File: src/rtl/core/tovl_pkg.sv
// Shared types, constants and the 5x7 font table of the text overlay pixel generator.
// Self-contained; the stage modules, the top level and the bench refer to it by scoped names.
package tovl_pkg;

    localparam int DEF_IMAGE_WIDTH = 240;
    localparam int DEF_LINE_CHARS  = 27;
    localparam int DEF_TEXT_LINES  = 7;

    localparam int PANEL_W = 320;
    localparam int PANEL_H = 240;
    localparam int TEXT_X0 = 12;
    localparam int PITCH   = 6;
    localparam int GLYPH_W = 5;

    // Highest character slot whose glyph still ends inside the panel, per scale.
    localparam int KMAX_SCALE2 = (PANEL_W - TEXT_X0 - 2 * GLYPH_W) / (2 * PITCH);
    localparam int KMAX_SCALE1 = (PANEL_W - TEXT_X0 - GLYPH_W) / PITCH;

    localparam logic [7:0] LINE_TOP [7] = '{8'd10, 8'd48, 8'd78, 8'd108, 8'd138, 8'd168,
                                            8'd220};

    localparam logic [15:0] RESET_BACKGROUND = 16'h18E3;
    localparam logic [15:0] RESET_MARGIN     = 16'hFFFF;

    typedef enum logic [1:0] {
        OP_WRITE_CELL = 2'd0,
        OP_SET_LINE   = 2'd1,
        OP_PIXEL      = 2'd2,
        OP_IDLE       = 2'd3
    } op_t;

    typedef enum logic [1:0] {
        CFG_PAGE_SELECT = 2'd0,
        CFG_BACKGROUND  = 2'd1,
        CFG_MARGIN      = 2'd2
    } cfg_reg_t;

    typedef struct packed {
        logic        page_select;
        logic [15:0] background_color;
        logic [15:0] margin_color;
    } cfg_t;

    // After line and window lookup.
    typedef struct packed {
        op_t         op;
        logic [2:0]  line;
        logic [4:0]  pos;
        logic [6:0]  code;
        logic [4:0]  len;
        logic [15:0] color;
        logic        text_hit;
        logic        scale2;
        logic [2:0]  frow;
        logic [8:0]  dx;
        logic        win;
        logic [7:0]  row;
        logic [8:0]  offset;
    } s1_t;

    // After the character slot division and the image row product.
    typedef struct packed {
        op_t         op;
        logic [2:0]  line;
        logic [4:0]  pos;
        logic [6:0]  code;
        logic [4:0]  len;
        logic [15:0] color;
        logic        text_ok;
        logic [2:0]  frow;
        logic [6:0]  k;
        logic [2:0]  fcol;
        logic        win;
        logic [16:0] prod;
        logic [8:0]  offset;
    } s2_t;

    // After the character store read.
    typedef struct packed {
        op_t         op;
        logic        draw;
        logic [2:0]  fcol;
        logic [2:0]  frow;
        logic [15:0] line_color;
        logic        win;
        logic [15:0] image_addr;
    } s3_t;

    typedef logic [4:0][6:0] glyph_t;

    function automatic glyph_t glyph5(input logic [6:0] c0, input logic [6:0] c1,
                                      input logic [6:0] c2, input logic [6:0] c3,
                                      input logic [6:0] c4);
        glyph5 = {c4, c3, c2, c1, c0};
    endfunction

    // Column bitmaps, bit 0 at the top row. Space and unknown codes are blank.
    function automatic glyph_t font_glyph(input logic [6:0] code);
        glyph_t g;
        unique case (code)
            7'd45: g = glyph5(7'h08, 7'h08, 7'h08, 7'h08, 7'h08);
            7'd46: g = glyph5(7'h00, 7'h60, 7'h60, 7'h00, 7'h00);
            7'd58: g = glyph5(7'h00, 7'h36, 7'h36, 7'h00, 7'h00);
            7'd48: g = glyph5(7'h3E, 7'h51, 7'h49, 7'h45, 7'h3E);
            7'd49: g = glyph5(7'h00, 7'h42, 7'h7F, 7'h40, 7'h00);
            7'd50: g = glyph5(7'h42, 7'h61, 7'h51, 7'h49, 7'h46);
            7'd51: g = glyph5(7'h21, 7'h41, 7'h45, 7'h4B, 7'h31);
            7'd52: g = glyph5(7'h18, 7'h14, 7'h12, 7'h7F, 7'h10);
            7'd53: g = glyph5(7'h27, 7'h45, 7'h45, 7'h45, 7'h39);
            7'd54: g = glyph5(7'h3C, 7'h4A, 7'h49, 7'h49, 7'h30);
            7'd55: g = glyph5(7'h01, 7'h71, 7'h09, 7'h05, 7'h03);
            7'd56: g = glyph5(7'h36, 7'h49, 7'h49, 7'h49, 7'h36);
            7'd57: g = glyph5(7'h06, 7'h49, 7'h49, 7'h29, 7'h1E);
            7'd65: g = glyph5(7'h7E, 7'h11, 7'h11, 7'h11, 7'h7E);
            7'd66: g = glyph5(7'h7F, 7'h49, 7'h49, 7'h49, 7'h36);
            7'd67: g = glyph5(7'h3E, 7'h41, 7'h41, 7'h41, 7'h22);
            7'd68: g = glyph5(7'h7F, 7'h41, 7'h41, 7'h22, 7'h1C);
            7'd69: g = glyph5(7'h7F, 7'h49, 7'h49, 7'h49, 7'h41);
            7'd70: g = glyph5(7'h7F, 7'h09, 7'h09, 7'h09, 7'h01);
            7'd71: g = glyph5(7'h3E, 7'h41, 7'h49, 7'h49, 7'h7A);
            7'd72: g = glyph5(7'h7F, 7'h08, 7'h08, 7'h08, 7'h7F);
            7'd73: g = glyph5(7'h00, 7'h41, 7'h7F, 7'h41, 7'h00);
            7'd74: g = glyph5(7'h20, 7'h40, 7'h41, 7'h3F, 7'h01);
            7'd75: g = glyph5(7'h7F, 7'h08, 7'h14, 7'h22, 7'h41);
            7'd76: g = glyph5(7'h7F, 7'h40, 7'h40, 7'h40, 7'h40);
            7'd77: g = glyph5(7'h7F, 7'h02, 7'h0C, 7'h02, 7'h7F);
            7'd78: g = glyph5(7'h7F, 7'h04, 7'h08, 7'h10, 7'h7F);
            7'd79: g = glyph5(7'h3E, 7'h41, 7'h41, 7'h41, 7'h3E);
            7'd80: g = glyph5(7'h7F, 7'h09, 7'h09, 7'h09, 7'h06);
            7'd81: g = glyph5(7'h3E, 7'h41, 7'h51, 7'h21, 7'h5E);
            7'd82: g = glyph5(7'h7F, 7'h09, 7'h19, 7'h29, 7'h46);
            7'd83: g = glyph5(7'h46, 7'h49, 7'h49, 7'h49, 7'h31);
            7'd84: g = glyph5(7'h01, 7'h01, 7'h7F, 7'h01, 7'h01);
            7'd85: g = glyph5(7'h3F, 7'h40, 7'h40, 7'h40, 7'h3F);
            7'd86: g = glyph5(7'h1F, 7'h20, 7'h40, 7'h20, 7'h1F);
            7'd87: g = glyph5(7'h3F, 7'h40, 7'h38, 7'h40, 7'h3F);
            7'd88: g = glyph5(7'h63, 7'h14, 7'h08, 7'h14, 7'h63);
            7'd89: g = glyph5(7'h07, 7'h08, 7'h70, 7'h08, 7'h07);
            7'd90: g = glyph5(7'h61, 7'h51, 7'h49, 7'h45, 7'h43);
            default: g = '0;
        endcase
        font_glyph = g;
    endfunction

endpackage

File: src/rtl/core/tovl_fetch.sv
// Third pipeline stage: holds the character store and the per-line length and colour,
// applies writes and reads the character under the pixel. Uses tovl_pkg.
module tovl_fetch #(
    parameter int LINE_CHARS = tovl_pkg::DEF_LINE_CHARS,
    parameter int TEXT_LINES = tovl_pkg::DEF_TEXT_LINES
) (
    input  logic          clk,
    input  logic          rst_n,
    input  logic          in_valid,
    output logic          in_ready,
    input  tovl_pkg::s2_t in_data,
    output logic          out_valid,
    input  logic          out_ready,
    output tovl_pkg::s3_t out_data,
    output logic [6:0]    out_code
);

    localparam int CELLS  = TEXT_LINES * LINE_CHARS;
    localparam int ADDR_W = (CELLS > 1) ? $clog2(CELLS) : 1;
    localparam int LINE_W = (TEXT_LINES > 1) ? $clog2(TEXT_LINES) : 1;

    logic              valid_reg;
    logic              load;
    tovl_pkg::s3_t     data_reg;
    tovl_pkg::s3_t     data_next;
    logic [6:0]        code_reg;
    logic [6:0]        cells [CELLS];
    logic [4:0]        len_reg [TEXT_LINES];
    logic [15:0]       color_reg [TEXT_LINES];
    logic [6:0]        sel_pos;
    logic [9:0]        addr_full;
    logic [ADDR_W-1:0] addr;
    logic [LINE_W-1:0] line_idx;
    logic              line_in_range;
    logic              write_cell;
    logic              write_line;

    assign load      = !valid_reg || out_ready;
    assign in_ready  = load;
    assign out_valid = valid_reg;
    assign out_data  = data_reg;
    assign out_code  = code_reg;

    // One address serves the cell write and the pixel read; an item is only one of them.
    assign sel_pos       = (in_data.op == tovl_pkg::OP_WRITE_CELL) ? {2'b00, in_data.pos}
                                                                   : in_data.k;
    assign addr_full     = 10'(in_data.line) * 10'(LINE_CHARS) + 10'(sel_pos);
    assign addr          = addr_full[ADDR_W-1:0];
    assign line_idx      = in_data.line[LINE_W-1:0];
    assign line_in_range = {1'b0, in_data.line} < 4'(TEXT_LINES);

    assign write_cell = load && in_valid && (in_data.op == tovl_pkg::OP_WRITE_CELL)
                        && line_in_range && ({1'b0, in_data.pos} < 6'(LINE_CHARS));
    assign write_line = load && in_valid && (in_data.op == tovl_pkg::OP_SET_LINE)
                        && line_in_range;

    always_ff @(posedge clk)
    begin
        if (write_cell)
        begin
            cells[addr] <= in_data.code;
        end
        if (load)
        begin
            code_reg <= cells[addr];
        end
    end

    always_ff @(posedge clk or negedge rst_n)
    begin
        if (!rst_n)
        begin
            for (int i = 0; i < TEXT_LINES; i++)
            begin
                len_reg[i]   <= '0;
                color_reg[i] <= '0;
            end
        end
        else if (write_line)
        begin
            len_reg[line_idx]   <= in_data.len;
            color_reg[line_idx] <= in_data.color;
        end
    end

    always_comb
    begin
        data_next.op         = in_data.op;
        data_next.draw       = in_data.text_ok && (in_data.k < {2'b00, len_reg[line_idx]})
                               && (in_data.k < 7'(LINE_CHARS));
        data_next.fcol       = in_data.fcol;
        data_next.frow       = in_data.frow;
        data_next.line_color = color_reg[line_idx];
        data_next.win        = in_data.win;
        data_next.image_addr = 16'(in_data.prod + 17'(in_data.offset));
    end

    always_ff @(posedge clk or negedge rst_n)
    begin
        if (!rst_n)
        begin
            valid_reg <= 1'b0;
        end
        else if (load)
        begin
            valid_reg <= in_valid;
        end
    end

    always_ff @(posedge clk)
    begin
        if (load && in_valid)
        begin
            data_reg <= data_next;
        end
    end

endmodule

File: config.mk
export PLATFORM = sky130hd
export DESIGN_NAME = tovl_fetch
export DESIGN_NICKNAME = d
export VERILOG_FILES = /design/src/rtl/core/tovl_pkg.sv /design/src/rtl/core/tovl_fetch.sv
export SDC_FILE = /design/constraint.sdc
export NUM_CORES = 2
export LEC_CHECK = 0
export BUFFER_PORTS_ARGS = -buffer_cell sky130_fd_sc_hd__buf_2
export CAP_MARGIN = 10
export CORE_MARGIN = 1
export CORE_UTILIZATION = 44
export DETAILED_ROUTE_END_ITERATION = 8
export MAX_ROUTING_LAYER = met4
export PLACE_DENSITY = 0.6
export SYNTH_ARGS = -nofsm -noshare
export SYNTH_HDL_FRONTEND = slang
export SYNTH_SLANG_ARGS = --single-unit
File: constraint.sdc
create_clock -name clk -period 7.35 [get_ports clk]
set_input_delay 1.8375 -clock clk [delete_from_list [all_inputs] [get_ports clk]]
set_output_delay 1.8375 -clock clk [all_outputs]
set_load 0.02 [all_outputs]
==> reports/metrics.json <==
{
  "outcome": "finished, final reports clean",
  "yosys.area_share.xor_xnor_pct": 0.214,
  "min_path_type": "reg2reg",
  "global_placement_routability_congestion": 0.860,
  "dieWidth_um": 374,
  "synth_top_cell_area_share_pct": 67.7,
  "finalNetCount": 3357,
  "tritoncts": "built",
  "grt_first_pass_wirelength_um": 213000,
  "synth-seq-area-share_pct": 73.8,
  "internal_power_mw": 15.6,
  "source_of_the_worst_hold_timing_path": "color_reg[55]",
  "drive_gt1_share_pct": 31.0,
  "cts.repair.resized": 0,
  "total_of_fill_cells_in_the_finished_design": 10800,
  "setup.worst_path.start_class": "input port",
  "root_buffer": "clkbuf_16",
  "worstSetupPathType": "in2reg",
  "cap_violations": 0,
  "report.final.setup_viol": 0,
  "placed_cells": 4876,
  "vias": 30000,
  "grtUsageTotal_pct": 21.7,
  "largest_register_ffs": 1323,
  "io_buffer_count": 132,
  "area_share_of_and_or_nand_nor_cells_after_synthesis_pct": 3.43,
  "setup_total_negative_slack_ns": 0,
  "number_of_hold_slack_violations_in_the_final_timing_report": 0,
  "fmax_mhz": 162,
  "worst_reg_to_reg_setup_slack_ns": 3.17,
  "grt_util_met2_pct": 33.8,
  "worst-endpoint-arrival_ns": 6.57,
  "post_drt_wl_per_cell_um": 28.2,
  "muxShareOfSynthArea_pct": 18.6,
  "power.ir.vdd_worst_uv": 181,
  "fp.coreArea_um2": 137000,
  "final_cells": 5162,
  "fin_skew_ns": 0.0318,
  "period_utilisation_layout_pct": 83.8,
  "swShare_pct": 26.7,
  "post_synth.cell_area_avg_um2": 20.3,
  "drt_first_pass_iters": 6,
  "worstReg2RegStart": "out_valid",
  "clockBufferDepth": 3,
  "synth_edf_count": 1372,
  "layout_commonest_cell": "edfxtp_1",
  "overflow": 0,
  "synth_compound_area_share_pct": 1.38,
  "cts_max_level": 4,
  "path_max_fanout": 16,
  "finalMaxSlewViolations": 0,
  "hold_path_depth": 1,
  "yosys.cell_types.count": 61,
  "grt_antenna_before_repair": 7,
  "endpoint_required_time_on_the_critical_path_ns": 7.76,
  "die_area_um2": 140000,
  "avgViaCountPerCell": 5.82,
  "most-common-layout-cells": "1372 x edfxtp_1, 408 x mux4_2, 229 x nor2_1",
  "ioPinCount": 134,
  "post-place-ws_ns": 0.430,
  "critPathCaptureType": "register",
  "fin_ws_ns": 1.19,
  "power.density_nw_per_um2": 309,
  "endpoint_worst_hold": "color_reg[55]",
  "initialDrtViolationCount": 3055,
  "yosys-top-cells-area": "edfxtp_1 68%, mux4_2 15%, dfrtp_1 6.1%, mux2_2 2.8%, nor2_1 1.4%",
  "detail-route-antenna-nets": 0,
  "crit-reg2reg-capture": "cells[88][3]",
  "comb_power_share_pct": 18.2,
  "synth_area_um2": 60800,
  "initial_utilization_pct": 44.3,
  "tritoncts_num_sinks": 1520,
  "final_period_minus_worst_setup_slack_ns": 6.16,
  "cts_inserted_buffers": 154,
  "share_of_synthesized_cell_area_in_full_adder_half_adder_and_majority_cells_pct": 0.815,
  "share_seq_of_total_power_pct": 45.7,
  "areaGrowthSynthToFinish_pct": 13.5,
  "netlist.top_cell.by_area": "edfxtp_1",
  "max-slew-margin-rel_pct": 24.3,
  "timing.reg2reg.worst_path_depth": 10,
  "grt_start_max_net_pins": 127,
  "clk_transition_reported_paths_ns": 0.06,
  "placement_rows": 136,
  "synth-seq-cells": 1520,
  "ys_async_sr_fraction_pct": 9.74,
  "syn_nets": 3121,
  "synth_top_family_by_area": "multiplexers",
  "hold_bufs_inserted_after_cts": 0,
  "worst_pin_slew_ns": 1.14,
  "drt-total-wl_um": 145000,
  "busiest_layer": "met2",
  "vias_in_the_first_global_route": 31400,
  "p_sw_mw": 5.70,
  "clk-insertion-delay-late_ns": 0.80,
  "synthesis.yosys.warnings": 0,
  "dp_hpwl_um": 91100,
  "cellLeakagePower_nw": 22.9,
  "pwr-share-clk_pct": 36.1,
  "met3_usage_pct": 5.75,
  "synthesis.instances": 3002,
  "rsz0062_at_grt": "false",
  "detail_route.drc_violations": 0,
  "die-height_um": 374,
  "grtUsageMet1_pct": 28.2,
  "synthFlopType": "edfxtp_1",
  "post-cts-setup-buffer-count": 0
}
metrics by stage:
stage / utilization (%) / hold WS, ns / instance area (µm²) / total power, mW
global placement: 46.6 / 0.482 / 64000 / 13.7
global route: 50.3 / 0.515 / 69000 / 22.0
detailed placement: 46.6 / 0.493 / 64000 / 13.8
floorplan: - / 0.474 / 60800 / 12.2
CTS: 50.3 / 0.505 / 69000 / 21.5
finish: 50.3 / 0.500 / 69000 / 21.3
logic make-up after synthesis:
| group | Yosys count |
|---|---|
| compound gates | 134 |
| buf+inv | 203 |
| mux | 596 |
| simple gates | 499 |
| fa+ha+maj | 36 |
| flops | 1520 |
| xor+xnor | 14 |
layer usage:
metal  wire length [µm]  share of wire, %  up-vias
li1                   -                 -    12700
met1              58200                40    15900
met2              71100                49     1227
met3              12700               8.7      213
met4               3310               2.3        0
met5                  0                 0        -
final cells by class:
cell class	instances	area, µm²	area share [%]
sequential	1520	44900	65.0
antenna	6	15.0	0.0217
clock inverter	87	870	1.26
multi-input combinational	1279	14900	21.6
tap	1794	2240	3.25
inverter	28	105	0.152
timing repair buffer	255	1880	2.73
clock buffer	193	4110	5.95
worst max path at each step:
stage	from	to	slack (ns)	depth (start not counted)
floorplan	in_data[75]	cells[121][0]	1.18	18
global placement	in_data[78]	cells[132][5]	0.52	14
detailed placement	in_data[78]	cells[130][1]	0.43	14
CTS	in_data[78]	cells[130][2]	1.27	14
global route	in_data[77]	cells[130][4]	0.91	14
finish	in_data[77]	cells[130][3]	1.19	14
power groups by stage:
stage	sequential (mW)	clock [mW]	combinational [mW]
finish	9.74	7.69	3.88
global route	9.76	8.16	4.08
CTS	9.74	7.83	3.88
detailed placement	9.92	0	3.87
global placement	9.90	0	3.82
floorplan	9.91	0	2.33
Yosys cell counts (6+ instances only):
| library cell | n |
|---|---|
| nor3_1 | 7 |
| edfxtp_1 | 1372 |
| xnor2_1 | 6 |
| buf_2 | 40 |
| inv_1 | 28 |
| a21oi_1 | 42 |
| xor2_1 | 7 |
| dfrtp_1 | 148 |
| nand2_1 | 172 |
| buf_4 | 15 |
| a22oi_1 | 7 |
| ha_1 | 30 |
| buf_1 | 18 |
| nand4_1 | 14 |
| and3_1 | 13 |
| nor2_1 | 231 |
| fa_1 | 6 |
| buf_6 | 23 |
| mux4_2 | 408 |
| nand3_1 | 29 |
| mux2i_1 | 33 |
| mux2_2 | 153 |
| clkbuf_1 | 76 |
| and2_1 | 11 |
| o21ai_0 | 32 |
worst max-delay path, stage by stage:
cell and delay [ns]:
buf_2 0.14, nor2_1 0.41, mux2i_1 0.21, fa_1 0.56, inv_1 0.05, ha_1 0.45, nand3_1 0.14, a21oi_1 0.38
nor4b_1 0.10, a211o_1 0.39, buf_4 0.23, nor2_1 0.36, nand2_1 0.55, nor2_1 0.75
Note: power is estimated with default switching activity, not from simulation.
