--- src/rtl/core/tovl_pkg.sv ---
// Shared types, constants and the 5x7 font table of the text overlay pixel generator.
// Self-contained; the stage modules, the top level and the bench refer to it by scoped names.
package tovl_pkg;

    localparam int DEF_IMAGE_WIDTH = 240;
    localparam int DEF_LINE_CHARS  = 27;
    localparam int DEF_TEXT_LINES  = 7;

    localparam int PANEL_W = 320;
    localparam int PANEL_H = 240;
    localparam int TEXT_X0 = 12;
    localparam int PITCH   = 6;
    localparam int GLYPH_W = 5;

    // Highest character slot whose glyph still ends inside the panel, per scale.
    localparam int KMAX_SCALE2 = (PANEL_W - TEXT_X0 - 2 * GLYPH_W) / (2 * PITCH);
    localparam int KMAX_SCALE1 = (PANEL_W - TEXT_X0 - GLYPH_W) / PITCH;

    localparam logic [7:0] LINE_TOP [7] = '{8'd10, 8'd48, 8'd78, 8'd108, 8'd138, 8'd168,
                                            8'd220};

    localparam logic [15:0] RESET_BACKGROUND = 16'h18E3;
    localparam logic [15:0] RESET_MARGIN     = 16'hFFFF;

    typedef enum logic [1:0] {
        OP_WRITE_CELL = 2'd0,
        OP_SET_LINE   = 2'd1,
        OP_PIXEL      = 2'd2,
        OP_IDLE       = 2'd3
    } op_t;

    typedef enum logic [1:0] {
        CFG_PAGE_SELECT = 2'd0,
        CFG_BACKGROUND  = 2'd1,
        CFG_MARGIN      = 2'd2
    } cfg_reg_t;

    typedef struct packed {
        logic        page_select;
        logic [15:0] background_color;
        logic [15:0] margin_color;
    } cfg_t;

    // After line and window lookup.
    typedef struct packed {
        op_t         op;
        logic [2:0]  line;
        logic [4:0]  pos;
        logic [6:0]  code;
        logic [4:0]  len;
        logic [15:0] color;
        logic        text_hit;
        logic        scale2;
        logic [2:0]  frow;
        logic [8:0]  dx;
        logic        win;
        logic [7:0]  row;
        logic [8:0]  offset;
    } s1_t;

    // After the character slot division and the image row product.
    typedef struct packed {
        op_t         op;
        logic [2:0]  line;
        logic [4:0]  pos;
        logic [6:0]  code;
        logic [4:0]  len;
        logic [15:0] color;
        logic        text_ok;
        logic [2:0]  frow;
        logic [6:0]  k;
        logic [2:0]  fcol;
        logic        win;
        logic [16:0] prod;
        logic [8:0]  offset;
    } s2_t;

    // After the character store read.
    typedef struct packed {
        op_t         op;
        logic        draw;
        logic [2:0]  fcol;
        logic [2:0]  frow;
        logic [15:0] line_color;
        logic        win;
        logic [15:0] image_addr;
    } s3_t;

    typedef logic [4:0][6:0] glyph_t;

    function automatic glyph_t glyph5(input logic [6:0] c0, input logic [6:0] c1,
                                      input logic [6:0] c2, input logic [6:0] c3,
                                      input logic [6:0] c4);
        glyph5 = {c4, c3, c2, c1, c0};
    endfunction

    // Column bitmaps, bit 0 at the top row. Space and unknown codes are blank.
    function automatic glyph_t font_glyph(input logic [6:0] code);
        glyph_t g;
        unique case (code)
            7'd45: g = glyph5(7'h08, 7'h08, 7'h08, 7'h08, 7'h08);
            7'd46: g = glyph5(7'h00, 7'h60, 7'h60, 7'h00, 7'h00);
            7'd58: g = glyph5(7'h00, 7'h36, 7'h36, 7'h00, 7'h00);
            7'd48: g = glyph5(7'h3E, 7'h51, 7'h49, 7'h45, 7'h3E);
            7'd49: g = glyph5(7'h00, 7'h42, 7'h7F, 7'h40, 7'h00);
            7'd50: g = glyph5(7'h42, 7'h61, 7'h51, 7'h49, 7'h46);
            7'd51: g = glyph5(7'h21, 7'h41, 7'h45, 7'h4B, 7'h31);
            7'd52: g = glyph5(7'h18, 7'h14, 7'h12, 7'h7F, 7'h10);
            7'd53: g = glyph5(7'h27, 7'h45, 7'h45, 7'h45, 7'h39);
            7'd54: g = glyph5(7'h3C, 7'h4A, 7'h49, 7'h49, 7'h30);
            7'd55: g = glyph5(7'h01, 7'h71, 7'h09, 7'h05, 7'h03);
            7'd56: g = glyph5(7'h36, 7'h49, 7'h49, 7'h49, 7'h36);
            7'd57: g = glyph5(7'h06, 7'h49, 7'h49, 7'h29, 7'h1E);
            7'd65: g = glyph5(7'h7E, 7'h11, 7'h11, 7'h11, 7'h7E);
            7'd66: g = glyph5(7'h7F, 7'h49, 7'h49, 7'h49, 7'h36);
            7'd67: g = glyph5(7'h3E, 7'h41, 7'h41, 7'h41, 7'h22);
            7'd68: g = glyph5(7'h7F, 7'h41, 7'h41, 7'h22, 7'h1C);
            7'd69: g = glyph5(7'h7F, 7'h49, 7'h49, 7'h49, 7'h41);
            7'd70: g = glyph5(7'h7F, 7'h09, 7'h09, 7'h09, 7'h01);
            7'd71: g = glyph5(7'h3E, 7'h41, 7'h49, 7'h49, 7'h7A);
            7'd72: g = glyph5(7'h7F, 7'h08, 7'h08, 7'h08, 7'h7F);
            7'd73: g = glyph5(7'h00, 7'h41, 7'h7F, 7'h41, 7'h00);
            7'd74: g = glyph5(7'h20, 7'h40, 7'h41, 7'h3F, 7'h01);
            7'd75: g = glyph5(7'h7F, 7'h08, 7'h14, 7'h22, 7'h41);
            7'd76: g = glyph5(7'h7F, 7'h40, 7'h40, 7'h40, 7'h40);
            7'd77: g = glyph5(7'h7F, 7'h02, 7'h0C, 7'h02, 7'h7F);
            7'd78: g = glyph5(7'h7F, 7'h04, 7'h08, 7'h10, 7'h7F);
            7'd79: g = glyph5(7'h3E, 7'h41, 7'h41, 7'h41, 7'h3E);
            7'd80: g = glyph5(7'h7F, 7'h09, 7'h09, 7'h09, 7'h06);
            7'd81: g = glyph5(7'h3E, 7'h41, 7'h51, 7'h21, 7'h5E);
            7'd82: g = glyph5(7'h7F, 7'h09, 7'h19, 7'h29, 7'h46);
            7'd83: g = glyph5(7'h46, 7'h49, 7'h49, 7'h49, 7'h31);
            7'd84: g = glyph5(7'h01, 7'h01, 7'h7F, 7'h01, 7'h01);
            7'd85: g = glyph5(7'h3F, 7'h40, 7'h40, 7'h40, 7'h3F);
            7'd86: g = glyph5(7'h1F, 7'h20, 7'h40, 7'h20, 7'h1F);
            7'd87: g = glyph5(7'h3F, 7'h40, 7'h38, 7'h40, 7'h3F);
            7'd88: g = glyph5(7'h63, 7'h14, 7'h08, 7'h14, 7'h63);
            7'd89: g = glyph5(7'h07, 7'h08, 7'h70, 7'h08, 7'h07);
            7'd90: g = glyph5(7'h61, 7'h51, 7'h49, 7'h45, 7'h43);
            default: g = '0;
        endcase
        font_glyph = g;
    endfunction

endpackage

--- src/rtl/core/tovl_rsp_if.sv ---
// Result channel of the text overlay pixel generator: valid, ready and one result item.
// Stands alone.
interface tovl_rsp_if;
    logic        valid;
    logic        ready;
    logic        pixel_valid;
    logic [15:0] pixel_color;
    logic        use_image;
    logic [15:0] image_address;

    modport source (output valid, pixel_valid, pixel_color, use_image, image_address,
                    input ready);
    modport sink (input valid, pixel_valid, pixel_color, use_image, image_address,
                  output ready);
endinterface

--- src/rtl/core/tovl_shade.sv ---
// Last pipeline stage: font lookup, page selection and the result output register.
// Uses tovl_pkg and drives tovl_rsp_if.
module tovl_shade (
    input  logic           clk,
    input  logic           rst_n,
    input  logic           in_valid,
    output logic           in_ready,
    input  tovl_pkg::s3_t  in_data,
    input  logic [6:0]     in_code,
    input  tovl_pkg::cfg_t cfg,
    tovl_rsp_if.source     result
);

    logic                 valid_reg;
    logic                 load;
    logic                 pixel_valid_reg;
    logic [15:0]          pixel_color_reg;
    logic                 use_image_reg;
    logic [15:0]          image_address_reg;
    logic                 pixel_valid_next;
    logic [15:0]          pixel_color_next;
    logic                 use_image_next;
    logic [15:0]          image_address_next;
    tovl_pkg::glyph_t     glyph;
    logic                 lit;

    assign load                 = !valid_reg || result.ready;
    assign in_ready             = load;
    assign result.valid         = valid_reg;
    assign result.pixel_valid   = pixel_valid_reg;
    assign result.pixel_color   = pixel_color_reg;
    assign result.use_image     = use_image_reg;
    assign result.image_address = image_address_reg;

    assign glyph = tovl_pkg::font_glyph(in_code);
    assign lit   = in_data.draw && glyph[in_data.fcol][in_data.frow];

    always_comb
    begin
        pixel_valid_next   = 1'b0;
        pixel_color_next   = '0;
        use_image_next     = 1'b0;
        image_address_next = '0;
        // Writes and the unused opcode are acknowledged with all fields zero.
        if (in_data.op == tovl_pkg::OP_PIXEL)
        begin
            pixel_valid_next = 1'b1;
            if (cfg.page_select)
            begin
                pixel_color_next = lit ? in_data.line_color : cfg.background_color;
            end
            else if (in_data.win)
            begin
                use_image_next     = 1'b1;
                image_address_next = in_data.image_addr;
            end
            else
            begin
                pixel_color_next = cfg.margin_color;
            end
        end
    end

    always_ff @(posedge clk or negedge rst_n)
    begin
        if (!rst_n)
        begin
            valid_reg <= 1'b0;
        end
        else if (load)
        begin
            valid_reg <= in_valid;
        end
    end

    always_ff @(posedge clk)
    begin
        if (load && in_valid)
        begin
            pixel_valid_reg   <= pixel_valid_next;
            pixel_color_reg   <= pixel_color_next;
            use_image_reg     <= use_image_next;
            image_address_reg <= image_address_next;
        end
    end

endmodule

--- src/flat_wrapper.sv ---
// flat-port wrapper written by rule: the top's interface ports become plain ports
module tovl_shade_flat 
  (clk, rst_n, in_valid, in_ready, in_data, in_code, cfg, result_valid, result_pixel_valid, result_pixel_color, result_use_image, result_image_address, result_ready);
  tovl_rsp_if result_i ();
  input  logic clk;
  input  logic rst_n;
  input  logic in_valid;
  output logic in_ready;
  input  tovl_pkg::s3_t in_data;
  input  logic [6:0] in_code;
  input  tovl_pkg::cfg_t cfg;
  output wire logic [$bits(result_i.valid)-1:0] result_valid;
  output wire logic [$bits(result_i.pixel_valid)-1:0] result_pixel_valid;
  output wire logic [$bits(result_i.pixel_color)-1:0] result_pixel_color;
  output wire logic [$bits(result_i.use_image)-1:0] result_use_image;
  output wire logic [$bits(result_i.image_address)-1:0] result_image_address;
  input wire logic [$bits(result_i.ready)-1:0] result_ready;
  assign result_valid = result_i.valid;
  assign result_pixel_valid = result_i.pixel_valid;
  assign result_pixel_color = result_i.pixel_color;
  assign result_use_image = result_i.use_image;
  assign result_image_address = result_i.image_address;
  assign result_i.ready = result_ready;
  tovl_shade u_core (.clk(clk), .rst_n(rst_n), .in_valid(in_valid), .in_ready(in_ready), .in_data(in_data), .in_code(in_code), .cfg(cfg), .result(result_i));
endmodule
--- config.mk ---
export PLATFORM = sky130hd
export DESIGN_NAME = tovl_shade_flat
export DESIGN_NICKNAME = d
export VERILOG_FILES = /design/src/rtl/core/tovl_pkg.sv /design/src/rtl/core/tovl_rsp_if.sv /design/src/rtl/core/tovl_shade.sv /design/src/flat_wrapper.sv
export SDC_FILE = /design/constraint.sdc
export NUM_CORES = 1
export LEC_CHECK = 0
export ABC_CLOCK_PERIOD_IN_PS = 2000
export BUFFER_PORTS_ARGS = -buffer_cell sky130_fd_sc_hd__buf_2
export CAP_MARGIN = 20
export CORE_MARGIN = 2
export CORE_UTILIZATION = 54
export DETAILED_ROUTE_END_ITERATION = 12
export PLACE_DENSITY_LB_ADDON = 0.3
export REMOVE_ABC_BUFFERS = 1
export SYNTH_ARGS = -nofsm -noshare
export SYNTH_HDL_FRONTEND = slang
export SYNTH_MEMORY_MAX_BITS = 65536
export SYNTH_SLANG_ARGS = --single-unit
--- constraint.sdc ---
create_clock -name clk -period 2 [get_ports clk]
set_input_delay 0.1 -clock clk [delete_from_list [all_inputs] [get_ports clk]]
set_output_delay 0.1 -clock clk [all_outputs]
set_load 0.01 [all_outputs]
==> parameters.txt <==
Parameter                              Value

GRT
  Vias in the first global route    5769
  Remaining global-route overflow    0
  GR Layer Usage met3    0.1871
  Met2 Use GR    0.7378
  Most crowded layer after global routing    met2
  Overall Global Routing Usage    0.4720
  Initial antenna violation count    0
  Global-route wire length before repair    31170 um
  Largest net degree at the start of global routing    35
  Routing usage on met1    0.5551

Pwr
  Fraction of power spent switching nets    0.3569
  Internal power consumption    0.001753 W
  Share of total power in sequential cells    0.314
  Switching pwr    0.0009728 W
  Standby leakage power    2.760 nW
  Combinational share of power    0.450
  Peak supply drop    0.0004882 V
  Power Density    419.6 nW/um2
  Power share of the clock group    0.235

Route
  Detailed-route via count    5802
  Routed Antenna Nets    0
  Number of optimization iterations in the first detailed-route pass    7
  Average vias per placed instance    6.778
  Total wire length    20480 um
  Number of design-rule violations left by the first detailed-router iteration    710
  DRC errors left    0
  Average wire per cell in the routed design    23.93 um

STA
  Post-route worst setup slack    -0.6358 ns
  Maximum achievable frequency    379.4 MHz
  Shortest period the worst path allows    2.636 ns
  Final Setup Violations    16
  Number of hold-slack violations in the final timing report    0
  Unrepaired setup endpoints after global routing    yes
  Final Hold Slack    0.01390 ns
  Final worst path period share    1.318
  Normalized max-slew margin    0.2940
  Slew Viols, Final    0
  Worst Max-Slew Pin Slew    1.054 ns
  Layout Skew    0.01160 ns

Final layout
  Leading cell types in the layout, fill and taps excluded    buf_4 (147), buf_2 (118), nand2_1 (57)
  Layout cells sized above 1    0.4881
  Final non-filler cell area    6496 um2
  Most common cell after layout, fill and taps aside    buf_4
  Fillers    468
  Count of inserted antenna diode cells    0
  Area occupied by multi-input gates    3161 um2
  Area overhead of the layout relative to synthesis    54.29%
  NumNets Final    850
  Area used by sequential logic in the layout    1046 um2

Worst setup path
  Startpoint type of the worst setup path    input pin
  Reg2reg path depth    3
  WS Path Type    in2reg
  Required time reported for the critical path endpoint    2.02 ns
  Kind of end point of the critical path    flip-flop
  Signal arrival time at the worst endpoint    2.65 ns
  Worst-path fanout max    8

Logic synthesis
  Top FF cell, synth    edfxtp_1
  Yosys synthesis warning count    0
  EDFF count, synth    34
  Seq/Total Area, Yosys    0.2484
  Average size of a mapped cell    8.255 um2
  Async set or reset register ratio after synthesis    0.02857
  Flip-flop and latch count after synthesis    35
  Synthesized area    4210 um2
  Count of distinct cell types in the synthesized netlist    76
  Post-Syn Instances    510

Clock network
  Clock slew at the register clock pins of the worst setup and hold paths    0.07 ns
  Total clock sinks    35
  Clk Tree Root Cell    clkbuf_8
  H-tree levels    2
  Clock buffers created by TritonCTS    5
  TritonCTS clock tree    built
  Clk buf depth    2
  Clk_lat worst skew    0.29 ns

Outcome
  Outcome    finished, violations left
  Violated checks    negative setup slack

Flow run
  Max-cap viol count    0

Die
  Area of the core    7647 um2
  Initial Util    0.5506
  Overall die height    92.30 um
  DIE WIDTH    92.30 um
  # rows    32
  Die Area    8519 um2
  Count of pins on the block boundary    122

Placed design
  Port Buffer Count    121
  Placed Area    5778 um2
  HPWL after detailed placement    14180 um
  Global placer's final weighted congestion    1.089

Worst hold path
  Worst Hold Path Cells    2
  Path type of the worst min-delay path    in2reg
[layout make-up]
cell class / instances / share of cell area
inverters: 10 / 0.006934
well taps: 102 / 0.01965
repair buffers: 289 / 0.3093
clock buffers: 5 / 0.01059
flip-flops and latches: 35 / 0.1610
multi-input cells: 412 / 0.4865
clock inverters: 3 / 0.005971
[routing by layer]
metal	vias up	part of all wire
li1	2461	-
met2	547	0.44
met5	-	0
met4	0	0.076
met3	182	0.14
met1	2612	0.35
[metrics by stage]
stage	utilization	TNS, ns	power, W	setup WS (ns)	cells
5_1_grt	0.8495	-9.807	0.002815	-0.6457	856
3_3_place_gp	0.7556	-18.19	0.001861	-1.149	832
3_5_place_dp	0.7556	-20.36	0.001877	-1.297	832
6_report	0.8495	-9.548	0.002726	-0.6358	856
2_1_floorplan	-	-12.73	0.001263	-0.8049	456
4_1_cts	0.8382	-7.343	0.002627	-0.4785	855
[worst max-delay path, stage by stage]
cell and delay [ns]:
buf_8 0.11, buf_8 0.13, buf_6 0.13, ha_4 0.16
buf_6 0.14, mux2i_1 0.14, o21ai_1 0.11, o221ai_2 0.22
a222oi_1 0.16, a211o_1 0.39, a221o_2 0.46, buf_12 0.19
o2111ai_2 0.07, o211ai_1 0.13
[final timing paths]
kind	slack, ns	endpoint	startpoint
setup / recovery	-0.64	u_core.result.pixel_color[0]	in_code[1]
hold / removal	0.01	u_core.result.valid	in_valid
setup reg to reg	0.62	u_core.result.pixel_color[4]	u_core.result.valid
hold reg to reg	0.53	u_core.result.valid	u_core.result.valid
max in group asynchronous	1.80	u_core.result.valid	rst_n
min in group asynchronous	0.12	u_core.result.valid	rst_n
[power by group through the flow]
stage	Combinational, W	Sequential [W]	Clock [W]
5_1_grt	0.00127	0.000860	0.000684
2_1_floorplan	0.000370	0.000894	0
6_report	0.00123	0.000857	0.000642
4_1_cts	0.00113	0.000855	0.000637
3_5_place_dp	0.00100	0.000872	0
3_3_place_gp	0.000991	0.000870	0
[cells in the mapped netlist (all sizes together), types with 5 or more instances]
cell     number  area share
o22ai         8       0.012
a31oi        12       0.018
ha           11       0.033
clkbuf       19       0.017
buf          35       0.068
nand2b       20       0.030
nand3        13       0.015
o211ai       25       0.056
edfxtp       34        0.24
nand4         6      0.0089
a211oi       11       0.020
o31ai         7       0.016
nor2         21       0.019
nand2        57       0.051
o31a          5       0.010
and2         24       0.036
o21ai        30       0.036
nand3b        6       0.011
a21oi        18       0.021
o2111ai      19       0.040
mux2i         7       0.017
inv          10      0.0089
nor2b        27       0.041
nor3         11       0.013
nor4          5      0.0074
[timing repair]
item | CTS | global route
gates resized for setup | 88 | 14
hold buffers | 1 | 0
setup buffers | 11 | 1
cloned | 3 | 0
pin swaps | 53 | 6
hold endpoints to repair | 1 | 0
endpoints found under the setup margin | 16 | 16
[logic make-up (layout without fill, tap and decap cells)]
logic type / Yosys count / after routing / share of synthesized area
buffers and inverters: 64 / 307 / 0.09361
multiplexers: 8 / 8 / 0.01932
adder cells (fa/ha/maj): 11 / 11 / 0.03269
AND/OR/NAND/NOR: 209 / 209 / 0.2672
flip-flops: 35 / 35 / 0.2484
AO/OA/AOI/OAI: 183 / 184 / 0.3388
Note: power is estimated with default switching activity, not from simulation.
