## src/rtl/core/tovl_pkg.sv

```systemverilog
// Shared types, constants and the 5x7 font table of the text overlay pixel generator.
// Self-contained; the stage modules, the top level and the bench refer to it by scoped names.
package tovl_pkg;

    localparam int DEF_IMAGE_WIDTH = 240;
    localparam int DEF_LINE_CHARS  = 27;
    localparam int DEF_TEXT_LINES  = 7;

    localparam int PANEL_W = 320;
    localparam int PANEL_H = 240;
    localparam int TEXT_X0 = 12;
    localparam int PITCH   = 6;
    localparam int GLYPH_W = 5;

    // Highest character slot whose glyph still ends inside the panel, per scale.
    localparam int KMAX_SCALE2 = (PANEL_W - TEXT_X0 - 2 * GLYPH_W) / (2 * PITCH);
    localparam int KMAX_SCALE1 = (PANEL_W - TEXT_X0 - GLYPH_W) / PITCH;

    localparam logic [7:0] LINE_TOP [7] = '{8'd10, 8'd48, 8'd78, 8'd108, 8'd138, 8'd168,
                                            8'd220};

    localparam logic [15:0] RESET_BACKGROUND = 16'h18E3;
    localparam logic [15:0] RESET_MARGIN     = 16'hFFFF;

    typedef enum logic [1:0] {
        OP_WRITE_CELL = 2'd0,
        OP_SET_LINE   = 2'd1,
        OP_PIXEL      = 2'd2,
        OP_IDLE       = 2'd3
    } op_t;

    typedef enum logic [1:0] {
        CFG_PAGE_SELECT = 2'd0,
        CFG_BACKGROUND  = 2'd1,
        CFG_MARGIN      = 2'd2
    } cfg_reg_t;

    typedef struct packed {
        logic        page_select;
        logic [15:0] background_color;
        logic [15:0] margin_color;
    } cfg_t;

    // After line and window lookup.
    typedef struct packed {
        op_t         op;
        logic [2:0]  line;
        logic [4:0]  pos;
        logic [6:0]  code;
        logic [4:0]  len;
        logic [15:0] color;
        logic        text_hit;
        logic        scale2;
        logic [2:0]  frow;
        logic [8:0]  dx;
        logic        win;
        logic [7:0]  row;
        logic [8:0]  offset;
    } s1_t;

    // After the character slot division and the image row product.
    typedef struct packed {
        op_t         op;
        logic [2:0]  line;
        logic [4:0]  pos;
        logic [6:0]  code;
        logic [4:0]  len;
        logic [15:0] color;
        logic        text_ok;
        logic [2:0]  frow;
        logic [6:0]  k;
        logic [2:0]  fcol;
        logic        win;
        logic [16:0] prod;
        logic [8:0]  offset;
    } s2_t;

    // After the character store read.
    typedef struct packed {
        op_t         op;
        logic        draw;
        logic [2:0]  fcol;
        logic [2:0]  frow;
        logic [15:0] line_color;
        logic        win;
        logic [15:0] image_addr;
    } s3_t;

    typedef logic [4:0][6:0] glyph_t;

    function automatic glyph_t glyph5(input logic [6:0] c0, input logic [6:0] c1,
                                      input logic [6:0] c2, input logic [6:0] c3,
                                      input logic [6:0] c4);
        glyph5 = {c4, c3, c2, c1, c0};
    endfunction

    // Column bitmaps, bit 0 at the top row. Space and unknown codes are blank.
    function automatic glyph_t font_glyph(input logic [6:0] code);
        glyph_t g;
        unique case (code)
            7'd45: g = glyph5(7'h08, 7'h08, 7'h08, 7'h08, 7'h08);
            7'd46: g = glyph5(7'h00, 7'h60, 7'h60, 7'h00, 7'h00);
            7'd58: g = glyph5(7'h00, 7'h36, 7'h36, 7'h00, 7'h00);
            7'd48: g = glyph5(7'h3E, 7'h51, 7'h49, 7'h45, 7'h3E);
            7'd49: g = glyph5(7'h00, 7'h42, 7'h7F, 7'h40, 7'h00);
            7'd50: g = glyph5(7'h42, 7'h61, 7'h51, 7'h49, 7'h46);
            7'd51: g = glyph5(7'h21, 7'h41, 7'h45, 7'h4B, 7'h31);
            7'd52: g = glyph5(7'h18, 7'h14, 7'h12, 7'h7F, 7'h10);
            7'd53: g = glyph5(7'h27, 7'h45, 7'h45, 7'h45, 7'h39);
            7'd54: g = glyph5(7'h3C, 7'h4A, 7'h49, 7'h49, 7'h30);
            7'd55: g = glyph5(7'h01, 7'h71, 7'h09, 7'h05, 7'h03);
            7'd56: g = glyph5(7'h36, 7'h49, 7'h49, 7'h49, 7'h36);
            7'd57: g = glyph5(7'h06, 7'h49, 7'h49, 7'h29, 7'h1E);
            7'd65: g = glyph5(7'h7E, 7'h11, 7'h11, 7'h11, 7'h7E);
            7'd66: g = glyph5(7'h7F, 7'h49, 7'h49, 7'h49, 7'h36);
            7'd67: g = glyph5(7'h3E, 7'h41, 7'h41, 7'h41, 7'h22);
            7'd68: g = glyph5(7'h7F, 7'h41, 7'h41, 7'h22, 7'h1C);
            7'd69: g = glyph5(7'h7F, 7'h49, 7'h49, 7'h49, 7'h41);
            7'd70: g = glyph5(7'h7F, 7'h09, 7'h09, 7'h09, 7'h01);
            7'd71: g = glyph5(7'h3E, 7'h41, 7'h49, 7'h49, 7'h7A);
            7'd72: g = glyph5(7'h7F, 7'h08, 7'h08, 7'h08, 7'h7F);
            7'd73: g = glyph5(7'h00, 7'h41, 7'h7F, 7'h41, 7'h00);
            7'd74: g = glyph5(7'h20, 7'h40, 7'h41, 7'h3F, 7'h01);
            7'd75: g = glyph5(7'h7F, 7'h08, 7'h14, 7'h22, 7'h41);
            7'd76: g = glyph5(7'h7F, 7'h40, 7'h40, 7'h40, 7'h40);
            7'd77: g = glyph5(7'h7F, 7'h02, 7'h0C, 7'h02, 7'h7F);
            7'd78: g = glyph5(7'h7F, 7'h04, 7'h08, 7'h10, 7'h7F);
            7'd79: g = glyph5(7'h3E, 7'h41, 7'h41, 7'h41, 7'h3E);
            7'd80: g = glyph5(7'h7F, 7'h09, 7'h09, 7'h09, 7'h06);
            7'd81: g = glyph5(7'h3E, 7'h41, 7'h51, 7'h21, 7'h5E);
            7'd82: g = glyph5(7'h7F, 7'h09, 7'h19, 7'h29, 7'h46);
            7'd83: g = glyph5(7'h46, 7'h49, 7'h49, 7'h49, 7'h31);
            7'd84: g = glyph5(7'h01, 7'h01, 7'h7F, 7'h01, 7'h01);
            7'd85: g = glyph5(7'h3F, 7'h40, 7'h40, 7'h40, 7'h3F);
            7'd86: g = glyph5(7'h1F, 7'h20, 7'h40, 7'h20, 7'h1F);
            7'd87: g = glyph5(7'h3F, 7'h40, 7'h38, 7'h40, 7'h3F);
            7'd88: g = glyph5(7'h63, 7'h14, 7'h08, 7'h14, 7'h63);
            7'd89: g = glyph5(7'h07, 7'h08, 7'h70, 7'h08, 7'h07);
            7'd90: g = glyph5(7'h61, 7'h51, 7'h49, 7'h45, 7'h43);
            default: g = '0;
        endcase
        font_glyph = g;
    endfunction

endpackage

```

## src/rtl/core/tovl_req_if.sv

```systemverilog
// Request channel of the text overlay pixel generator: valid, ready and one input item.
// Stands alone; the opcode is decoded against tovl_pkg by the modules that sink it.
interface tovl_req_if;
    logic        valid;
    logic        ready;
    logic [1:0]  opcode;
    logic [2:0]  line_index;
    logic [4:0]  char_position;
    logic [6:0]  char_code;
    logic [4:0]  line_length;
    logic [15:0] line_color;
    logic [7:0]  pixel_row;
    logic [8:0]  pixel_column;

    modport source (output valid, opcode, line_index, char_position, char_code, line_length,
                    line_color, pixel_row, pixel_column, input ready);
    modport sink (input valid, opcode, line_index, char_position, char_code, line_length,
                  line_color, pixel_row, pixel_column, output ready);
endinterface

```

## src/rtl/core/tovl_locate.sv

```systemverilog
// First pipeline stage: finds the text line under the pixel row and the cover image window.
// Uses tovl_pkg and sinks tovl_req_if.
module tovl_locate #(
    parameter int TEXT_LINES  = tovl_pkg::DEF_TEXT_LINES,
    parameter int IMAGE_WIDTH = tovl_pkg::DEF_IMAGE_WIDTH
) (
    input  logic          clk,
    input  logic          rst_n,
    tovl_req_if.sink      request,
    output logic          out_valid,
    input  logic          out_ready,
    output tovl_pkg::s1_t out_data
);

    localparam int WIN_START = (tovl_pkg::PANEL_W - IMAGE_WIDTH) / 2;

    logic          valid_reg;
    logic          load;
    tovl_pkg::s1_t data_reg;
    tovl_pkg::s1_t data_next;

    assign load          = !valid_reg || out_ready;
    assign request.ready = load;
    assign out_valid     = valid_reg;
    assign out_data      = data_reg;

    always_comb
    begin
        logic       hit;
        logic [2:0] hit_line;
        logic       sc2;
        logic [2:0] frow;
        logic [7:0] rel;
        logic       two;
        logic [8:0] bottom;

        hit      = 1'b0;
        hit_line = '0;
        sc2      = 1'b0;
        frow     = '0;
        rel      = '0;
        two      = 1'b0;
        bottom   = '0;
        // Line tops are far enough apart that at most one line covers a row;
        // the loop still lets a later line win.
        for (int l = 0; l < TEXT_LINES; l++)
        begin
            two    = (l != TEXT_LINES - 1);
            bottom = {1'b0, tovl_pkg::LINE_TOP[l]} + (two ? 9'd14 : 9'd7);
            rel    = request.pixel_row - tovl_pkg::LINE_TOP[l];
            if (request.pixel_row >= tovl_pkg::LINE_TOP[l] && {1'b0, request.pixel_row} < bottom)
            begin
                hit      = 1'b1;
                hit_line = 3'(l);
                sc2      = two;
                frow     = two ? rel[3:1] : rel[2:0];
            end
        end

        data_next.op       = tovl_pkg::op_t'(request.opcode);
        data_next.line     = (tovl_pkg::op_t'(request.opcode) == tovl_pkg::OP_PIXEL)
                             ? hit_line : request.line_index;
        data_next.pos      = request.char_position;
        data_next.code     = request.char_code;
        data_next.len      = request.line_length;
        data_next.color    = request.line_color;
        data_next.text_hit = hit && (request.pixel_column >= 9'(tovl_pkg::TEXT_X0));
        data_next.scale2   = sc2;
        data_next.frow     = frow;
        data_next.dx       = request.pixel_column - 9'(tovl_pkg::TEXT_X0);
        data_next.win      = ({1'b0, request.pixel_row} < 9'(tovl_pkg::PANEL_H))
                             && ({1'b0, request.pixel_column} >= 10'(WIN_START))
                             && ({1'b0, request.pixel_column} < 10'(WIN_START + IMAGE_WIDTH));
        data_next.row      = request.pixel_row;
        data_next.offset   = request.pixel_column - 9'(WIN_START);
    end

    always_ff @(posedge clk or negedge rst_n)
    begin
        if (!rst_n)
        begin
            valid_reg <= 1'b0;
        end
        else if (load)
        begin
            valid_reg <= request.valid;
        end
    end

    always_ff @(posedge clk)
    begin
        if (load && request.valid)
        begin
            data_reg <= data_next;
        end
    end

endmodule

```

## src/flat_wrapper.sv

```systemverilog
// flat-port wrapper written by rule: the top's interface ports become plain ports
module tovl_locate_flat 
#(
    parameter int TEXT_LINES  = tovl_pkg::DEF_TEXT_LINES,
    parameter int IMAGE_WIDTH = tovl_pkg::DEF_IMAGE_WIDTH
)
  (clk, rst_n, out_valid, out_ready, out_data, request_valid, request_opcode, request_line_index, request_char_position, request_char_code, request_line_length, request_line_color, request_pixel_row, request_pixel_column, request_ready);
  tovl_req_if request_i ();
  input  logic clk;
  input  logic rst_n;
  output logic out_valid;
  input  logic out_ready;
  output tovl_pkg::s1_t out_data;
  input wire logic [$bits(request_i.valid)-1:0] request_valid;
  input wire logic [$bits(request_i.opcode)-1:0] request_opcode;
  input wire logic [$bits(request_i.line_index)-1:0] request_line_index;
  input wire logic [$bits(request_i.char_position)-1:0] request_char_position;
  input wire logic [$bits(request_i.char_code)-1:0] request_char_code;
  input wire logic [$bits(request_i.line_length)-1:0] request_line_length;
  input wire logic [$bits(request_i.line_color)-1:0] request_line_color;
  input wire logic [$bits(request_i.pixel_row)-1:0] request_pixel_row;
  input wire logic [$bits(request_i.pixel_column)-1:0] request_pixel_column;
  output wire logic [$bits(request_i.ready)-1:0] request_ready;
  assign request_i.valid = request_valid;
  assign request_i.opcode = request_opcode;
  assign request_i.line_index = request_line_index;
  assign request_i.char_position = request_char_position;
  assign request_i.char_code = request_char_code;
  assign request_i.line_length = request_line_length;
  assign request_i.line_color = request_line_color;
  assign request_i.pixel_row = request_pixel_row;
  assign request_i.pixel_column = request_pixel_column;
  assign request_ready = request_i.ready;
  tovl_locate #(.TEXT_LINES(TEXT_LINES), .IMAGE_WIDTH(IMAGE_WIDTH)) u_core (.clk(clk), .rst_n(rst_n), .request(request_i), .out_valid(out_valid), .out_ready(out_ready), .out_data(out_data));
endmodule
```

## config.mk

```make
export PLATFORM = sky130hd
export DESIGN_NAME = tovl_locate_flat
export DESIGN_NICKNAME = d
export VERILOG_FILES = /design/src/rtl/core/tovl_pkg.sv /design/src/rtl/core/tovl_req_if.sv /design/src/rtl/core/tovl_locate.sv /design/src/flat_wrapper.sv
export SDC_FILE = /design/constraint.sdc
export NUM_CORES = 1
export LEC_CHECK = 0
export ABC_AREA = 1
export CAP_MARGIN = 20
export CORE_MARGIN = 2
export CORE_UTILIZATION = 50
export DETAILED_ROUTE_END_ITERATION = 12
export DONT_BUFFER_PORTS = 1
export GPL_TIMING_DRIVEN = 0
export PLACE_DENSITY = 0.67
export SYNTH_ARGS = -nofsm -noshare
export SYNTH_HDL_FRONTEND = slang
export SYNTH_SLANG_ARGS = --single-unit
```

## constraint.sdc

```tcl
create_clock -name clk -period 5.2 [get_ports clk]
set_input_delay 0.26 -clock clk [delete_from_list [all_inputs] [get_ports clk]]
set_output_delay 0.26 -clock clk [all_outputs]
set_load 0.05 [all_outputs]
```

==> results.ini <==
[critical_path]
critPathLaunchType=flop
cp.arrival_ns=1.86
path_class=flop to flop
timing.critical_path.required_ns=5.23
nature_of_the_critical_path_endpoint=flop
crit_path_max_incr_delay_ns=0.62
worst-path-max-fanout=32
worst_path_max_delay_cell=a21oi_4
path_cells=a21oi_4, buf_12

[hold_path]
hold_path_class=input pin to flop

[sta]
post-route-min-period_ns=1.829
worst_hold_slack_ns=0.07800
finalMaxSlewViolations=0
pnr_worst_setup_slack_ns=3.371
worstMarginPinSlew_ns=0.6271
finalSetupViolCount=0
final.period_utilization=0.3517
grt_setup_unrepaired=false
final_hold_viol_count=0
fin_worst_skew_ns=0.007918
timing.fmax_mhz=546.9
worst_slew_margin_rel=0.5810

[logic_synthesis]
synth_warnings=0
synth_async_sr_flop_share=0.01449
synth_area_leader_cell=edfxtp_1
synthesis.nets=312
library_cells_used_by_synthesis=28
synth.avg_cell_area_um2=12.36
post_synth_top_area_share=0.6826
syn_inst=242
library_cell_with_the_highest_instance_count_after_synthesis=edfxtp_1
dominantRegCellSynth=edfxtp_1
synth.cells.most_frequent=68 x edfxtp_1, 48 x nand2_1, 28 x inv_1
post_synthesis_register_bit_count=69
synth_sequential_area_ratio=0.6909
yosys-top-cells-area=edfxtp_1 68%, nand2_1 6.0%, ha_1 4.6%
synth_enable_flop_cells=68
mappedNetlistArea_um2=2992

[power_and_ir_drop]
total_leakage_power_nw=1.541
p_sw_frac=0.2847
pwr-share-comb=0.085
sequentialPowerShare=0.563
pwr_density_cell_nw_per_um2=362.3
ir_drop_mv=0.2881
net-switching-power_uw=396.8
share_clk_of_total_power=0.352
p_int_uw=996.8

[place]
placement.io_buffers=0
preCtsSetupSlack_ns=3.390
routabilityCongestion=0.8117
hpwl_um=4495

[clock_network]
cts.sinks=69
numCtsBuffers=9
clkTransAtPathRegs_ns=0.08
cts_max_path_bufs=2
cts-root-buf=clkbuf_8
htreeDepth=3
clkLatencyLatePin_ns=0.34
cts_post_setup_buffers_inserted=0
tritoncts=built

[grt]
vias_in_the_first_global_route=1871
antenna_violations_before_repair=0
grt_first_pass_wirelength_um=9660
globalRoute.totalOverflow=0
grt_start_max_net_pins=33
grt_usage=0.2083

[flow_run]
max_cap_viol_count=0

[routing]
total_vias_in_the_final_route=1964
drt.antenna.violating_nets=0
drt-vias-per-instance=5.141
drt_first_iter_violations=147
drt_first_pass_iters=6
detail_route.drc_violations=0
wl_per_cell_um=17.76
final_wirelength_um=6785

[cells_and_area]
syn_to_final_growth_pct=28.57
multi_input_area_um2=765.7
nFillCells=444
diodes=0
layout.area.seq_um2=2067
post_route_cells_drive_above_1_share=0.1238
final_core_util=0.6574
final_nets=372

[floorplan]
core_area_um2=5851
placementRows=28
ioPinCount=131
chipWidth_um=81.35
start_util=0.5113
dieHeight_um=81.35
fp.dieArea_um2=6618

[outcome]
result_of_the_run=finished, final reports clean

## stage by stage
| step | power [mW] | instance area [um^2] | TNS [ns] | instances |
|---|---|---|---|---|
| floorplan | 0.8596 | 2992 | 0 | 242 |
| global placement | 0.8790 | 3085 | -25.25 | 317 |
| detailed placement | 0.8830 | 3144 | 0 | 319 |
| CTS | 1.400 | 3846 | 0 | 382 |
| global route | 1.446 | 3846 | 0 | 382 |
| finish | 1.394 | 3846 | 0 | 382 |
## layout by cell type, fill, tap and decap left out, types with 2 or more instances in the layout
| cell | Yosys | final |
|---|---|---|
| xor2_1 | 8 | 8 |
| xnor2_1 | 3 | 3 |
| buf_6 | 2 | 2 |
| dlygate4sd3_1 | 0 | 47 |
| nand2_1 | 48 | 48 |
| clkbuf_8 | 0 | 10 |
| ha_1 | 11 | 11 |
| buf_4 | 3 | 3 |
| nand3_1 | 13 | 13 |
| o22ai_1 | 2 | 2 |
| o21ai_0 | 4 | 4 |
| a21oi_1 | 6 | 5 |
| edfxtp_1 | 68 | 68 |
| nand3b_1 | 2 | 2 |
| nand2_2 | 3 | 3 |
| nand4_1 | 4 | 4 |
| inv_1 | 28 | 28 |
| or2_2 | 2 | 2 |
| clkinv_4 | 0 | 2 |
| nor2_1 | 21 | 21 |
| bufinv_16 | 0 | 2 |
| inv_2 | 4 | 4 |
## what timing repair did
item                                   CTS  global route
hold buffers                            47             0
gates resized for setup                  0             0
endpoints found under the hold margin   47             0
## flip-flops by register name, indices dropped and copies added (netlist names)
| signal | flops |
|---|---|
| u_core.out_valid | 1 |
| u_core.out_data | 68 |
## worst max-delay path, delay by kind of cell, from the launching register on
kind            cells  cell delay [ns]
flops               1             0.60
compound gates      1             0.62
buf+inv             1             0.29
## layer usage
layer / vias up / GRT usage / routed length (um)
met3: 9 / 0.07556 / 704
met2: 115 / 0.3270 / 3227
met1: 902 / 0.2572 / 2750
li1: 938 / - / -
met5: - / 0 / 0
met4: 0 / 0.09492 / 102
## worst paths after layout
check,end,slack (ns),start,cells past startpoint
max reg2reg,u_core.out_data[60],3.37,u_core.out_valid,2
min in group asynchronous,u_core.out_valid,0.12,rst_n,1
max in group asynchronous,u_core.out_valid,4.98,rst_n,1
max,u_core.out_data[60],3.37,u_core.out_valid,2
min,u_core.out_data[20],0.08,request_pixel_column[2],1
min reg2reg,u_core.out_data[49],1.18,u_core.out_valid,1
## area by class of cell
class	count	area share
flip-flops and latches	69	0.5374
plain buffers	6	0.01301
clock buffers	10	0.03578
clock inverters	6	0.02440
inverters	32	0.03123
multi-input cells	135	0.1991
well taps	75	0.02440
repair buffers	49	0.1347
## cell families after synthesis
kind of cell | synth area share
compound gates | 0.02342
xor+xnor | 0.03221
fa+ha+maj | 0.04601
buf+inv | 0.05688
flops | 0.6909
mux | 0.003764
simple gates | 0.1468
## power by group through the flow
| stage | Clock [mW] | Combinational [mW] | Sequential [mW] |
|---|---|---|---|
| floorplan | 0 | 0.0656 | 0.794 |
| global placement | 0 | 0.0786 | 0.800 |
| detailed placement | 0 | 0.0866 | 0.796 |
| CTS | 0.499 | 0.117 | 0.784 |
| global route | 0.527 | 0.131 | 0.788 |
| finish | 0.491 | 0.118 | 0.785 |
(Power assumes the default switching activity.)
